[config.mk]
export PLATFORM = sky130hd
export DESIGN_NAME = stdt_div_cell
export DESIGN_NICKNAME = d
export VERILOG_FILES = /design/src/design/stdt_pkg.sv /design/src/design/stdt_div_cell.sv
export SDC_FILE = /design/constraint.sdc
export NUM_CORES = 1
export LEC_CHECK = 0
export BUFFER_PORTS_ARGS = -buffer_cell sky130_fd_sc_hd__buf_2
export CAP_MARGIN = 20
export CORE_AREA = 2 2 285 287
export DETAILED_ROUTE_END_ITERATION = 6
export DIE_AREA = 0 0 287 289
export HOLD_SLACK_MARGIN = 0.05
export SLEW_MARGIN = 20
export SYNTH_ARGS = -nofsm -noshare
export SYNTH_HDL_FRONTEND = slang
export SYNTH_SLANG_ARGS = --single-unit
[constraint.sdc]
create_clock -name clk -period 10.5 [get_ports clk]
set_input_delay 1.05 -clock clk [delete_from_list [all_inputs] [get_ports clk]]
set_output_delay 1.05 -clock clk [all_outputs]
set_load 0.03 [all_outputs]
[src/design/stdt_pkg.sv]
// Shared widths, codes and the divider cell payload for the Student-t derivative unit.
package stdt_pkg;

  localparam int IN_W   = 24;
  localparam int CFG_W  = 24;
  localparam int MAG_W  = 24;   // |y - f| fits in 24 bits
  localparam int SQ_W   = 48;   // r^2 and the numerator factors
  localparam int A_W    = 49;   // a = r^2 + s
  localparam int A2_W   = 98;   // a^2
  localparam int PROD_W = 96;   // numerator before the Q shift
  localparam int NUM_W  = 137;  // shifted numerator
  localparam int DEN_W  = 147;  // a^3 at most
  localparam int QUO_W  = 32;
  localparam int NHI_W  = NUM_W - QUO_W;
  localparam int NCELL  = QUO_W;
  localparam int PP_W   = 50;
  localparam int OUT_W  = 32;

  localparam logic [1:0] ORD_FIRST  = 2'd0;
  localparam logic [1:0] ORD_SECOND = 2'd1;
  localparam logic [1:0] ORD_THIRD  = 2'd2;
  localparam logic [1:0] ORD_NONE   = 2'd3;

  localparam logic REG_SCALE = 1'b0;
  localparam logic REG_GAIN  = 1'b1;

  localparam logic [CFG_W-1:0] SCALE_RESET = 24'd4096;
  localparam logic [CFG_W-1:0] GAIN_RESET  = 24'd12288;

  localparam int SH_FIRST  = 16;
  localparam int SH_SECOND = 28;
  localparam int SH_THIRD  = 41;

  typedef struct packed {
    logic [DEN_W-1:0] rem;
    logic [DEN_W-1:0] den;
    logic [QUO_W-1:0] nlow;
    logic [QUO_W-1:0] quo;
    logic             neg;
    logic             over;
    logic             zero;
  } div_t;

endpackage

[src/design/stdt_div_cell.sv]
// One restoring-division cell: shifts in a numerator bit and retires one quotient bit.
module stdt_div_cell (
  input  logic           clk,
  input  logic           rst,
  input  logic           in_valid,
  input  stdt_pkg::div_t din,
  output logic           up_ready,
  output logic           out_valid,
  output stdt_pkg::div_t dout,
  input  logic           down_ready
);

  logic [stdt_pkg::DEN_W:0] trial;
  logic [stdt_pkg::DEN_W:0] diff;
  logic                     ge;

  assign up_ready = !out_valid || down_ready;
  assign trial    = {din.rem, din.nlow[stdt_pkg::QUO_W-1]};
  assign ge       = trial >= {1'b0, din.den};
  assign diff     = trial - {1'b0, din.den};

  always_ff @(posedge clk) begin
    if (rst) begin
      out_valid <= 1'b0;
    end else if (up_ready) begin
      out_valid <= in_valid;
    end
  end

  always_ff @(posedge clk) begin
    if (up_ready && in_valid) begin
      dout.rem  <= ge ? diff[stdt_pkg::DEN_W-1:0] : trial[stdt_pkg::DEN_W-1:0];
      dout.den  <= din.den;
      dout.nlow <= {din.nlow[stdt_pkg::QUO_W-2:0], 1'b0};
      dout.quo  <= {din.quo[stdt_pkg::QUO_W-2:0], ge};
      dout.neg  <= din.neg;
      dout.over <= din.over;
      dout.zero <= din.zero;
    end
  end

endmodule

### After elaboration in Yosys (flattened, before gate mapping)

Index checks and enable logic that the tools add are counted.

| storage, ports and cells | value |
|---|---|
| logic and storage cells | 14 |
| flip-flop bits (word level) | 361 |
| output and inout bits | 363 |
| input bits | 365 |

| cells by class | value |
|---|---|
| $lt $le $gt $ge | 1 |
| reductions and logical operators | 3 |
| $add $sub $neg | 1 |
| mux-type cells | 1 |

Operator list:

| kind | number |
|---|---|
| $ge A148 B147 Y1 | 1 |
| $mux W147 | 1 |
| $sub A147 B147 Y147 | 1 |
| $logic_and A1 B1 Y1 | 1 |
| $logic_not A1 Y1 | 1 |
| $logic_or A1 B1 Y1 | 1 |

### Longest topological paths before layout

| logic depth | value |
|---|---|
| depth after elaboration | 3 |
| gate-level depth with buffers | 18 |
| depth with buffers taken out | 15 |

### Worst setup path after synthesis

OpenSTA, ideal clock, no wires.

| timing path | value |
|---|---|
| kind | input port to flip-flop |
| start point | input port down_ready |
| end point | register dout[0] in the netlist's numbering, enable pin |
| path buffers | 0 |
| library setup time | 0.767 ns |
| data required time | 9.733 ns |
| arrival time | 9.563 ns |
| stages on the path | 2 |
| setup slack | 0.170 ns |
| cells stage by stage | nand2b_1 and2_1 |

| between the ends | value |
|---|---|
| longest elaborated chain between the ends | 2 |

RTL lines:

| item | line | text |
|---|---|---|
| start: declaration | stdt_div_cell.sv:10 | `input logic down_ready` |
| $logic_or A1 B1 Y1 | stdt_div_cell.sv:17 | `assign up_ready = !out_valid \|\| down_ready;` |
| $logic_and A1 B1 Y1 | stdt_div_cell.sv:31 | `if (up_ready && in_valid) begin` |
| end: declaration | stdt_div_cell.sv:9 | `output stdt_pkg::div_t dout,` |

Every way passes these cells.
A chain may end at the register's enable or synchronous reset.

### Final worst setup path

| timing path | value |
|---|---|
| start point | input port din[66] in the netlist's numbering |
| end point | register dout[247] in the netlist's numbering (data pin) |

| between the ends | value |
|---|---|
| longest elaborated chain between the ends | 2 |
| elaborated cells between the ends (all ways) | 3 |
| classes of those cells | add/sub: 1; order compare: 1; mux: 1 |

RTL lines:

| item | line | text |
|---|---|---|
| start: declaration | stdt_div_cell.sv:6 | `input stdt_pkg::div_t din,` |
| $sub A147 B147 Y147 / $ge A148 B147 Y1 (equally long branches) | stdt_div_cell.sv:20, stdt_div_cell.sv:19 |  |
| $mux W147 * | stdt_div_cell.sv:32 | `dout.rem <= ge ? diff[stdt_pkg::DEN_W-1:0] : trial[stdt_pkg::DEN_W-1:0];` |

Mark *: on every way between the ends. The rest lies on a longest branch, timed or not.

==> impl_metrics.py <==
metrics = {
    "run": {
        "max-cap-violations": 0,
    },
    "placement": {
        "gp_congestion": 0.9281,
        "dp_hpwl_um": 76540,
        "portBuffers": 725,
    },
    "timing": {
        "finalHoldViolations": 0,
        "final-max-slew-violation-count": 0,
        "rsz0062_at_grt": "no",
        "setup_tns_ps": 0,
        "hold_ws_ps": 547.2,
        "fin_worst_skew_ps": 32.26,
        "setup_viol": 0,
        "tightestPinTransition_ps": 1076,
        "period_minus_slack_ps": 5964,
        "period_share_pct": 56.80,
        "clock.fmax_mhz": 167.7,
        "slew_headroom_pct": 28.28,
    },
    "critical_path": {
        "required_ps": 10830,
        "critPathMaxStageDelay_ps": 740,
        "worstSetupStartpointType": "input pin",
        "arrival_ps": 6290,
        "critPathCaptureType": "register",
        "crit_family": "compound AO/OA/AOI/OAI gates",
        "critical_path.endpoint": "dout[247]",
        "rr_worst_depth": 4,
        "worst_path_max_delay_cell": "buf_4",
        "rr_startpoint": "out_valid",
        "crit_start": "din[66]",
        "cp.depth": 17,
        "crit_chain": "buf_2 -> inv_1 -> ha_1 -> fa_1 -> nor2b_1 -> o21bai_1 -> nand2_1 -> a21oi_1 -> o21ai_1 -> o211ai_1 -> a211oi_2 -> nor2_2 -> o2111a_2 -> o31a_1 -> inv_6 -> buf_4 -> mux2_2",
        "worst-path-buf-inv": 4,
        "cp_max_fo": 60,
        "critPathKind": "in -> reg",
        "r2r_end": "dout[222]",
        "worst-r2r-setup-slack_ps": 7280,
    },
    "finish": {
        "area_delta_synth_final_pct": 24.43,
        "fillCellCount": 8189,
        "nets": 3542,
        "drive_gt1_share_pct": 31.71,
    },
    "detailed_routing": {
        "routed_via_density": 5.077,
        "routed_wl_um": 91820,
        "detail-route-antenna-nets": 0,
        "first_iter_violations": 1457,
        "dr.pass1.iters": 6,
        "drc": 0,
        "vias": 20980,
        "wl_per_cell_um": 22.22,
    },
    "power": {
        "p_int_mw": 3.169,
        "p_clk_share_pct": 31.9,
        "swShare_pct": 33.62,
        "p_leak_nw": 12.97,
        "power_density_nw_per_um2": 159.2,
        "combPwrFrac_pct": 30.6,
        "irDropWorstVdd_v": 0.0001090,
        "net-switching-power_mw": 1.605,
        "seq_power_share_pct": 37.5,
    },
    "global_routing": {
        "grt_pass1_wl_um": 130800,
        "grt_max_degree": 142,
        "grt_pass1_vias": 20687,
        "track_usage_pct": 20.98,
        "grt_overflow_total": 0,
        "grt_antenna_before_repair": 22,
    },
    "logic_synthesis": {
        "ys_seq_elements": 361,
        "synth_ff_type": "edfxtp_1",
        "synth_edf_count": 360,
        "mappedNetlistArea_um2": 24090,
        "syn-instance-count": 2350,
        "avgSynthCellArea_um2": 10.25,
        "ys_types": 90,
        "syn_nets": 2863,
        "yosysWarnings": 0,
        "async_flop_share_pct": 0,
        "ys_seq_area_share_pct": 44.95,
    },
    "clock_tree": {
        "cts_resized": 0,
        "cts_tree": "built",
        "ctsRootBufferMaster": "clkbuf_16",
        "cts_setup_buffers": 0,
        "ctsHoldBuffers": 0,
        "worstSkewPairLatency_ps": 580,
        "cts_buffers": 43,
        "clock_sinks": 361,
        "clk_pin_slew_ps": 60,
        "h-tree-depth": 2,
        "clock_path_buffers": 3,
    },
    "hold_path": {
        "hp-class": "reg -> reg",
        "hold_start": "out_valid",
        "min_delay_path_depth": 2,
    },
    "status": {
        "outcome": "finished clean",
    },
    "floorplan": {
        "die-area_um2": 82940,
        "rows": 104,
        "dieHeight_um": 289,
        "die_width_um": 287,
        "initial_utilization_pct": 30.16,
        "ioPinCount": 728,
        "core-area_um2": 79900,
    },
}
## worst min-delay path by stage
stage	endpoint	slack (ps)
floorplan	out_valid	860
global placement	out_valid	500
detailed placement	out_valid	540
finish	out_valid	550
global route	out_valid	580
CTS	out_valid	550
## cell usage in the layout, fill, tap and decap left out, drive strengths merged, types with 10 or more instances in the layout
| master | n |
|---|---|
| mux2 | 131 |
| inv | 214 |
| o31ai | 27 |
| nor2b | 10 |
| o21bai | 46 |
| o21a | 26 |
| ha | 147 |
| clkbuf | 56 |
| clkinv | 14 |
| nand4 | 84 |
| nand3 | 26 |
| nand2b | 11 |
| nor3 | 46 |
| diode | 10 |
| nor2 | 140 |
| a21o | 60 |
| a21oi | 248 |
| or3 | 16 |
| nand2 | 186 |
| a211oi | 20 |
| and3 | 11 |
| xnor2 | 83 |
| o21ai | 144 |
| o311ai | 15 |
| nor4 | 17 |
| a31oi | 13 |
| buf | 741 |
| xor2 | 48 |
| edfxtp | 360 |
| and2 | 10 |
## routing by layer
layer	wire length (um)	global-route usage, %	up-vias
met4	2242	5.638	18
met2	44840	36.49	711
li1	-	-	10097
met5	130	0	-
met3	7100	5.606	132
met1	37510	25.55	10022
## area by class of cell
cell class / instances / area (um2) / share of cell area (%)
Antenna cell: 10 / 25.02 / 0.08347
Tap cell: 1060 / 1326 / 4.424
Multi-Input combinational cell: 1670 / 11830 / 39.44
Clock buffer: 56 / 1176 / 3.923
Inverter: 212 / 800.8 / 2.671
Timing Repair Buffer: 741 / 3761 / 12.55
Sequential cell: 361 / 10830 / 36.13
Clock inverter: 22 / 235.2 / 0.7846
## worst min-delay path, stage by stage, from the launching register on
cell	delay [ps]
dfxtp_1	310
nand2b_1	110
a21oi_1	90
## power by group through the flow
| stage | Sequential [mW] | Clock [mW] | Combinational (mW) |
|---|---|---|---|
| 2_1_floorplan | 2.11 | 0 | 0.744 |
| 3_3_place_gp | 1.82 | 0 | 1.45 |
| 3_5_place_dp | 1.82 | 0 | 1.46 |
| 4_1_cts | 1.79 | 1.57 | 1.46 |
| 5_1_grt | 1.80 | 1.62 | 1.57 |
| 6_report | 1.79 | 1.52 | 1.46 |
## state kept, by name, indices dropped and copies added, names as in the netlist
| name | flops |
|---|---|
| dout | 360 |
| out_valid | 1 |
## cells by family after synthesis
| kind of cell | share of synthesized area [%] |
|---|---|
| AO/OA/AOI/OAI | 17.46 |
| AND/OR/NAND/NOR | 11.69 |
| flip-flops | 44.95 |
| buffers and inverters | 6.029 |
| adder cells (fa/ha/maj) | 7.717 |
| multiplexers | 7.374 |
| XOR/XNOR | 4.762 |
| other | 0.01556 |
## synthesized netlist by cell type (17+ instances only)
library cell    n  area [um2]
clkbuf_1       32       120.1
a21oi_1       246        1231
inv_1         210       788.3
o31ai_1        26       195.2
nand2_1       185       694.4
a211oi_1       18       135.1
a21o_1         60       450.4
edfxtp_1      360       10810
nand3_1        26       130.1
o21bai_1       46       345.3
o21ai_0       126       630.6
nor2_1        139       521.8
o21ai_1        17       85.08
nor3_1         43       215.2
nand4_1        84       525.5
mux2_4         67        1006
xor2_1         48       420.4
buf_2          50       250.2
ha_1          147        1839
mux2_2         64       720.7
xnor2_1        83       727.0
o21a_1         26       195.2
## metrics by stage
stage	utilization [%]	cells	power [mW]	setup WS (ps)	cell area, um2
3_5_place_dp	35.72	4044	3.276	3882	28540
4_1_cts	37.48	4122	4.829	4502	29950
3_3_place_gp	35.72	4044	3.272	3857	28540
2_1_floorplan	-	2350	2.851	170.3	24090
6_report	37.52	4132	4.773	4536	29980
5_1_grt	37.51	4129	4.988	4220	29970
(Power assumes the default switching activity.)
